### src/sv/wfpd_pkg.sv
// ----------------------------------------------------------------------------
// wfpd_pkg
// Shared types and constants for the wall-follow PD steering block.
// ----------------------------------------------------------------------------
`default_nettype none

package wfpd_pkg;

  // fixed widths of the configuration registers and results
  localparam int SETPOINT_W = 12;
  localparam int BASE_W     = 8;
  localparam int GAIN_W     = 16;
  localparam int FRAC_BITS  = 8;
  localparam int OUT_W      = 10;
  localparam int MODE_W     = 2;
  localparam int CFG_IDX_W  = 2;
  localparam int CFG_DATA_W = 16;

  // reset values of the configuration registers
  localparam logic [SETPOINT_W-1:0] SETPOINT_RST   = 12'd3400;
  localparam logic [BASE_W-1:0]     BASE_SPEED_RST = 8'd200;
  localparam logic [GAIN_W-1:0]     PROP_GAIN_RST  = 16'd256;
  localparam logic [GAIN_W-1:0]     DERIV_GAIN_RST = 16'd0;

  typedef enum logic [MODE_W-1:0] {
    REQ_LEFT_WALL  = 2'd0,
    REQ_RIGHT_WALL = 2'd1,
    REQ_DEAD_END   = 2'd2
  } req_type_e;

  typedef enum logic [CFG_IDX_W-1:0] {
    CFG_SETPOINT   = 2'd0,
    CFG_BASE_SPEED = 2'd1,
    CFG_PROP_GAIN  = 2'd2,
    CFG_DERIV_GAIN = 2'd3
  } cfg_index_e;

endpackage

`default_nettype wire

### src/sv/wall_follow_pd_steering.sv
// ----------------------------------------------------------------------------
// wall_follow_pd_steering
// PD steering for a two-wheel robot: wall-follow and dead-end modes.
// ----------------------------------------------------------------------------
// Takes one transaction per cycle while the output is not stalled; each result
// is registered in turn by the stages described below. The
// first stage forms the sensor errors and their deltas against the per-mode
// previous error (state is updated as the transaction is accepted, so the
// next one can follow at once), the second stage holds the four Q8.8 gain
// products truncated toward zero, and the third clamps the PD sums and
// forms the wheel speeds. An output stall backs up through the stages only
// as far as they are full.
`default_nettype none

module wall_follow_pd_steering #(
  parameter int SENSOR_BITS = 12,
  parameter int SPEED_LIMIT = 255
) (
  input  wire                               clk_i,
  input  wire                               rst_ni,
  // configuration
  input  wire                               cfg_we_i,
  input  wire  [wfpd_pkg::CFG_IDX_W-1:0]    cfg_index_i,
  input  wire  [wfpd_pkg::CFG_DATA_W-1:0]   cfg_data_i,
  // input channel
  input  wire                               in_valid_i,
  output logic                              in_stall_o,
  input  wire  [wfpd_pkg::MODE_W-1:0]       req_type_i,
  input  wire  [SENSOR_BITS-1:0]            wall_reading_i,
  input  wire  [SENSOR_BITS-1:0]            front_left_reading_i,
  input  wire  [SENSOR_BITS-1:0]            front_right_reading_i,
  // output channel
  output logic                              out_valid_o,
  input  wire                               out_stall_i,
  output logic signed [wfpd_pkg::OUT_W-1:0] left_speed_o,
  output logic signed [wfpd_pkg::OUT_W-1:0] right_speed_o
);
  import wfpd_pkg::*;

  localparam int ERR_W   = ((SENSOR_BITS > SETPOINT_W) ? SENSOR_BITS : SETPOINT_W) + 1;
  localparam int DIF_W   = ERR_W + 1;
  localparam int PROD_W  = GAIN_W + 1 + DIF_W;
  localparam int TERM_W  = PROD_W - FRAC_BITS;
  localparam int SUM_W   = TERM_W + 1;
  localparam int CLAMP_W = $clog2(SPEED_LIMIT + 1) + 1;
  localparam int CALC_W  = CLAMP_W + OUT_W;

  localparam logic signed [PROD_W-1:0]  ROUND_BIAS = PROD_W'((1 << FRAC_BITS) - 1);
  localparam logic signed [SUM_W-1:0]   LIM_POS    = SUM_W'(SPEED_LIMIT);
  localparam logic signed [SUM_W-1:0]   LIM_NEG    = -SUM_W'(SPEED_LIMIT);
  localparam logic signed [CLAMP_W-1:0] C_POS      = CLAMP_W'(SPEED_LIMIT);
  localparam logic signed [CLAMP_W-1:0] C_NEG      = -CLAMP_W'(SPEED_LIMIT);

  // divide by 256 with truncation toward zero
  function automatic logic signed [TERM_W-1:0] q88_trunc(input logic signed [PROD_W-1:0] prod);
    logic signed [PROD_W-1:0] adj;
    adj = prod + (prod[PROD_W-1] ? ROUND_BIAS : '0);
    return adj[PROD_W-1:FRAC_BITS];
  endfunction

  function automatic logic signed [CLAMP_W-1:0] clamp_speed(input logic signed [SUM_W-1:0] v);
    logic signed [CLAMP_W-1:0] r;
    if (v > LIM_POS) begin
      r = C_POS;
    end else if (v < LIM_NEG) begin
      r = C_NEG;
    end else begin
      r = v[CLAMP_W-1:0];
    end
    return r;
  endfunction

  // configuration registers
  logic [SETPOINT_W-1:0] setpoint_q;
  logic [BASE_W-1:0]     base_speed_q;
  logic [GAIN_W-1:0]     prop_gain_q;
  logic [GAIN_W-1:0]     deriv_gain_q;

  always_ff @(posedge clk_i or negedge rst_ni) begin
    if (!rst_ni) begin
      setpoint_q   <= SETPOINT_RST;
      base_speed_q <= BASE_SPEED_RST;
      prop_gain_q  <= PROP_GAIN_RST;
      deriv_gain_q <= DERIV_GAIN_RST;
    end else if (cfg_we_i) begin
      unique case (cfg_index_e'(cfg_index_i))
        CFG_SETPOINT:   setpoint_q   <= cfg_data_i[SETPOINT_W-1:0];
        CFG_BASE_SPEED: base_speed_q <= cfg_data_i[BASE_W-1:0];
        CFG_PROP_GAIN:  prop_gain_q  <= cfg_data_i[GAIN_W-1:0];
        CFG_DERIV_GAIN: deriv_gain_q <= cfg_data_i[GAIN_W-1:0];
        default: ;
      endcase
    end
  end

  // pipeline flow control
  logic s1_valid_q, s2_valid_q, out_valid_q;
  logic s1_en, s2_en, out_en, in_accept;

  assign out_en     = !out_valid_q || !out_stall_i;
  assign s2_en      = !s2_valid_q || out_en;
  assign s1_en      = !s1_valid_q || s2_en;
  assign in_stall_o = !s1_en;
  assign in_accept  = in_valid_i && s1_en;

  // error formation; lane a is the wall sensor or front-left, lane b front-right
  logic signed [ERR_W-1:0] setpoint_ext;
  logic signed [ERR_W-1:0] err_wall, err_fl, err_fr;
  logic signed [ERR_W-1:0] err_a, prev_a;
  logic signed [ERR_W-1:0] prev_left_wall_q, prev_right_wall_q;
  logic signed [ERR_W-1:0] prev_front_left_q, prev_front_right_q;

  assign setpoint_ext = $signed({{(ERR_W-SETPOINT_W){1'b0}}, setpoint_q});
  assign err_wall = setpoint_ext - $signed({{(ERR_W-SENSOR_BITS){1'b0}}, wall_reading_i});
  assign err_fl   = setpoint_ext - $signed({{(ERR_W-SENSOR_BITS){1'b0}}, front_left_reading_i});
  assign err_fr   = setpoint_ext - $signed({{(ERR_W-SENSOR_BITS){1'b0}}, front_right_reading_i});

  always_comb begin
    unique case (req_type_e'(req_type_i))
      REQ_LEFT_WALL: begin
        err_a  = err_wall;
        prev_a = prev_left_wall_q;
      end
      REQ_RIGHT_WALL: begin
        err_a  = err_wall;
        prev_a = prev_right_wall_q;
      end
      REQ_DEAD_END: begin
        err_a  = err_fl;
        prev_a = prev_front_left_q;
      end
      default: begin
        err_a  = err_wall;
        prev_a = prev_left_wall_q;
      end
    endcase
  end

  // previous errors move as the transaction is accepted
  always_ff @(posedge clk_i or negedge rst_ni) begin
    if (!rst_ni) begin
      prev_left_wall_q   <= '0;
      prev_right_wall_q  <= '0;
      prev_front_left_q  <= '0;
      prev_front_right_q <= '0;
    end else if (in_accept) begin
      unique case (req_type_e'(req_type_i))
        REQ_LEFT_WALL:  prev_left_wall_q  <= err_wall;
        REQ_RIGHT_WALL: prev_right_wall_q <= err_wall;
        REQ_DEAD_END: begin
          prev_front_left_q  <= err_fl;
          prev_front_right_q <= err_fr;
        end
        default: ;
      endcase
    end
  end

  // stage 1: errors and deltas
  logic [MODE_W-1:0]       s1_mode_q;
  logic signed [ERR_W-1:0] s1_err_a_q, s1_err_b_q;
  logic signed [DIF_W-1:0] s1_dif_a_q, s1_dif_b_q;

  always_ff @(posedge clk_i or negedge rst_ni) begin
    if (!rst_ni) begin
      s1_valid_q <= 1'b0;
    end else if (s1_en) begin
      s1_valid_q <= in_valid_i;
    end
  end

  always_ff @(posedge clk_i) begin
    if (in_accept) begin
      s1_mode_q  <= req_type_i;
      s1_err_a_q <= err_a;
      s1_err_b_q <= err_fr;
      s1_dif_a_q <= DIF_W'(err_a) - DIF_W'(prev_a);
      s1_dif_b_q <= DIF_W'(err_fr) - DIF_W'(prev_front_right_q);
    end
  end

  // stage 2: gain products
  logic signed [GAIN_W:0]    kp_s, kd_s;
  logic signed [PROD_W-1:0]  prod_pa, prod_da, prod_pb, prod_db;
  logic [MODE_W-1:0]         s2_mode_q;
  logic signed [TERM_W-1:0]  s2_p_a_q, s2_d_a_q, s2_p_b_q, s2_d_b_q;

  assign kp_s    = $signed({1'b0, prop_gain_q});
  assign kd_s    = $signed({1'b0, deriv_gain_q});
  assign prod_pa = kp_s * s1_err_a_q;
  assign prod_da = kd_s * s1_dif_a_q;
  assign prod_pb = kp_s * s1_err_b_q;
  assign prod_db = kd_s * s1_dif_b_q;

  always_ff @(posedge clk_i or negedge rst_ni) begin
    if (!rst_ni) begin
      s2_valid_q <= 1'b0;
    end else if (s2_en) begin
      s2_valid_q <= s1_valid_q;
    end
  end

  always_ff @(posedge clk_i) begin
    if (s2_en && s1_valid_q) begin
      s2_mode_q <= s1_mode_q;
      s2_p_a_q  <= q88_trunc(prod_pa);
      s2_d_a_q  <= q88_trunc(prod_da);
      s2_p_b_q  <= q88_trunc(prod_pb);
      s2_d_b_q  <= q88_trunc(prod_db);
    end
  end

  // stage 3: clamp and wheel speeds
  logic signed [SUM_W-1:0]   sum_a, sum_b;
  logic signed [CLAMP_W-1:0] corr_a, corr_b;
  logic signed [CALC_W-1:0]  base_ext, corr_a_ext, corr_b_ext;
  logic signed [CALC_W-1:0]  left_calc, right_calc;
  logic signed [OUT_W-1:0]   left_q, right_q;

  assign sum_a      = SUM_W'(s2_p_a_q) + SUM_W'(s2_d_a_q);
  assign sum_b      = SUM_W'(s2_p_b_q) + SUM_W'(s2_d_b_q);
  assign corr_a     = clamp_speed(sum_a);
  assign corr_b     = clamp_speed(sum_b);
  assign base_ext   = $signed({{(CALC_W-BASE_W){1'b0}}, base_speed_q});
  assign corr_a_ext = CALC_W'(corr_a);
  assign corr_b_ext = CALC_W'(corr_b);

  always_comb begin
    unique case (req_type_e'(s2_mode_q)) inside
      REQ_LEFT_WALL, REQ_RIGHT_WALL: begin
        left_calc  = base_ext - corr_a_ext;
        right_calc = base_ext + corr_a_ext;
      end
      REQ_DEAD_END: begin
        left_calc  = corr_a_ext;
        right_calc = corr_b_ext;
      end
      default: begin
        left_calc  = '0;
        right_calc = '0;
      end
    endcase
  end

  always_ff @(posedge clk_i or negedge rst_ni) begin
    if (!rst_ni) begin
      out_valid_q <= 1'b0;
    end else if (out_en) begin
      out_valid_q <= s2_valid_q;
    end
  end

  always_ff @(posedge clk_i) begin
    if (out_en && s2_valid_q) begin
      left_q  <= left_calc[OUT_W-1:0];
      right_q <= right_calc[OUT_W-1:0];
    end
  end

  assign out_valid_o   = out_valid_q;
  assign left_speed_o  = left_q;
  assign right_speed_o = right_q;

endmodule

`default_nettype wire
### config.mk
export PLATFORM = sky130hd
export DESIGN_NAME = wall_follow_pd_steering
export DESIGN_NICKNAME = d
export VERILOG_FILES = /design/src/sv/wfpd_pkg.sv /design/src/sv/wall_follow_pd_steering.sv
export SDC_FILE = /design/constraint.sdc
export NUM_CORES = 2
export LEC_CHECK = 0
export ABC_CLOCK_PERIOD_IN_PS = 18000
export BUFFER_PORTS_ARGS = -buffer_cell sky130_fd_sc_hd__buf_2
export CORE_MARGIN = 3
export CORE_UTILIZATION = 56
export DETAILED_ROUTE_END_ITERATION = 6
export MAX_ROUTING_LAYER = met4
export PLACE_DENSITY = 0.72
export SYNTH_ARGS = -nofsm -noshare
export SYNTH_HDL_FRONTEND = slang
export SYNTH_SLANG_ARGS = --single-unit
### constraint.sdc
create_clock -name clk_i -period 18 [get_ports clk_i]
set_input_delay 3.6 -clock clk_i [delete_from_list [all_inputs] [get_ports clk_i]]
set_output_delay 3.6 -clock clk_i [all_outputs]
set_load 0.02 [all_outputs]
==> metrics.yaml <==
critical_path:
  arrival_ns: 9.72
  cpMaxStageDelayCell: "dfrtp_1"
  cp_data_required_time_ns: 18.27
  critPathMaxStageDelay_ns: 0.73
  worst-setup-path-type: "flop to flop"
  crit_fanout: 27
  worstSetupEndpointType: "flop"
  startpoint_type: "flop"
logic_synthesis:
  synth-seq-cells: 277
  async_flop_share: 0.386
  synth-edff-count: 170
  syn_nets: 6604
  synthTopCellsByArea: "fa_1, ha_1, edfxtp_1"
  ys.flop_type: "edfxtp_1"
  syn-cell-area_um2: 48600
  synth_cell_types: 102
  yosysWarnings: 0
  yosysTopAreaCell: "fa_1"
  syn_inst: 5333
  syn_avg_cell_area_um2: 9.12
  netlist.area_leader.share: 0.267
  ys_seq_area_frac: 0.160
clocking:
  post_cts_resize_count: 0
  cts_setup_buffers: 0
  clock_latency_ns: 0.56
  clock_path_buffers: 3
  numCtsBuffers: 35
  ctsRootBufferMaster: "clkbuf_16"
  ctsHoldBuffers: 0
  numClockSinks: 277
  tritoncts: "done"
  clk_pin_slew_ns: 0.06
  htreeDepth: 2
route:
  ant_nets: 0
  vias_per_cell: 5.79
  totalWireLength_um: 126000
  firstDrtPassIters: 7
  vias: 37365
  drc: 0
  wire_per_inst_um: 19.6
  drt_iter0_markers: 2904
flow_run:
  maxCapViolCount: 0
sta:
  fin_setup_tns_ns: 0
  relSlewSlack: 0.201
  tightest_slew_ns: 1.19
  fmax_ghz: 0.106
  fin_skew_ns: 0.0283
  final.min_clock_period_ns: 9.44
  fin_crit_sh: 0.525
  setup_viol: 0
  finalMaxSlewViolations: 0
  grt_setup_unrepaired: "false"
  hold_violations: 0
layout:
  area_delta_synth_final_pct: 5.13
  drive_gt1_frac: 0.0660
  most-common-layout-cells: "inv_1, fa_1, nand2_1"
  fin_nets: 6545
  final_common_cell: "inv_1"
grt:
  grt_max_degree: 68
  antenna_found_initial: 2
  grt.overflow.total: 0
  grt_pass1_wl_um: 205000
  top_usage_layer: "met2"
  grt_usage: 0.295
  grt_use_met1: 0.405
  gr-usage-met3: 0.0594
  grt_pass1_vias: 37969
  met2_usage: 0.442
die:
  dieArea_um2: 90400
  rows: 107
  dieHeight_um: 301
  io_pins: 83
  start_util: 0.568
  core_area_um2: 85700
  die_x_um: 301
hold_path:
  hold_path_class: "flop to flop"
placed_design:
  dp.final_hpwl_um: 102000
  gp_congestion: 0.987
  numPortBuffers: 82
status:
  status: "finished clean"
## state kept, by name, summed over array words and instances (netlist names), 10 cells and up
register and count:
s1_dif_b_q 14, s1_err_b_q 13, s2_d_b_q 23, s1_err_a_q 13, prop_gain_q 16, s2_d_a_q 23, left_speed_o 10, prev_left_wall_q 13
setpoint_q 12, s1_dif_a_q 14, prev_right_wall_q 13, prev_front_right_q 13, deriv_gain_q 16, s2_p_a_q 23, s2_p_b_q 23, prev_front_left_q 13
right_speed_o 10
## final timing paths
| kind | to | slack (ns) | depth (start not counted) | from |
|---|---|---|---|---|
| setup / recovery | s2_p_a_q[20] | 8.56 | 31 | prop_gain_q[7] |
| hold / removal | prev_left_wall_q[0] | 0.48 | 2 | prev_left_wall_q[0] |
| setup reg to reg | s2_p_a_q[20] | 8.56 | 31 | prop_gain_q[7] |
| hold reg to reg | prev_left_wall_q[0] | 0.48 | 2 | prev_left_wall_q[0] |
| max in group asynchronous | out_valid_o | 13.51 | 2 | rst_ni |
| min in group asynchronous | setpoint_q[9] | 3.03 | 1 | rst_ni |
## synth_stat cells (all sizes together), types with 8 or more instances
library cell  number
nand4             31
o21ai            150
clkbuf           189
mux2             100
or3               24
xor2              86
xnor2            155
o31a               8
o21bai            22
a211oi            41
nand2b            67
nor2             200
or4               14
o22ai             10
or2               14
dfrtp             98
edfxtp           170
a31o              10
a221oi            11
a21boi            24
a2111oi           12
a211o             16
nand3             70
nor3              66
a21o              65
o211ai            23
nor3b              8
mux2i             19
dfstp              9
fa               649
buf               22
a21oi            190
ha               561
nor2b             63
o31ai             18
inv              866
o21a              36
nand2            643
and2             383
nand3b            13
a22oi             13
nor4              22
and3              23
a31oi             21
## routing by layer
metal  vias up  routed length (µm)
li1      17269                   -
met1     18390               54600
met2      1464               55800
met3       242               11300
met4         0                4610
met5         -                   0
## logic make-up (layout without fill, tap and decap cells)
family	Yosys count	after routing	synth area share
XOR/XNOR	241	241	0.0434
AO/OA/AOI/OAI	742	742	0.103
AND/OR/NAND/NOR	1667	1667	0.172
flip-flops	277	277	0.160
other	0	4	0
buffers and inverters	1077	1045	0.0836
multiplexers	119	119	0.0271
adder cells (fa/ha/maj)	1210	1210	0.411
## critical path: cells and delay by family (launching register included)
family	cells	cell delay, ns
AOI/OAI and AO/OA	3	1.25
xor gates and xnor gates	2	0.17
adders and majority gates	8	3.37
buffers and inverters	5	0.34
DFF	1	0.73
muxes	1	0.09
and+or+nand+nor	12	3.21
## layout make-up
cell class | instances | area [µm²]
antenna | 4 | 10.0
clock buffer | 42 | 943
clock inverter | 22 | 256
fill | 7392 | 34500
inverter | 866 | 3250
multi-input combinational | 3979 | 36800
sequential | 277 | 7790
tap | 1144 | 1430
timing repair buffer | 115 | 661
## per-stage QoR
step	std cells	instance area, µm²	hold WS, ns	setup slack [ns]	util
final	6449	51100	0.480	8.56	0.597
after global routing	6446	51100	0.506	8.01	0.597
after CTS	6445	51100	0.485	8.68	0.597
after detailed placement	6381	49900	0.468	8.73	0.583
after global placement	6381	49900	0.458	8.93	0.583
after floorplan	5333	48600	0.400	9.69	-
Power is not shown: default switching activity piles up to over one toggle a cycle in this logic, so the estimate is an artifact.
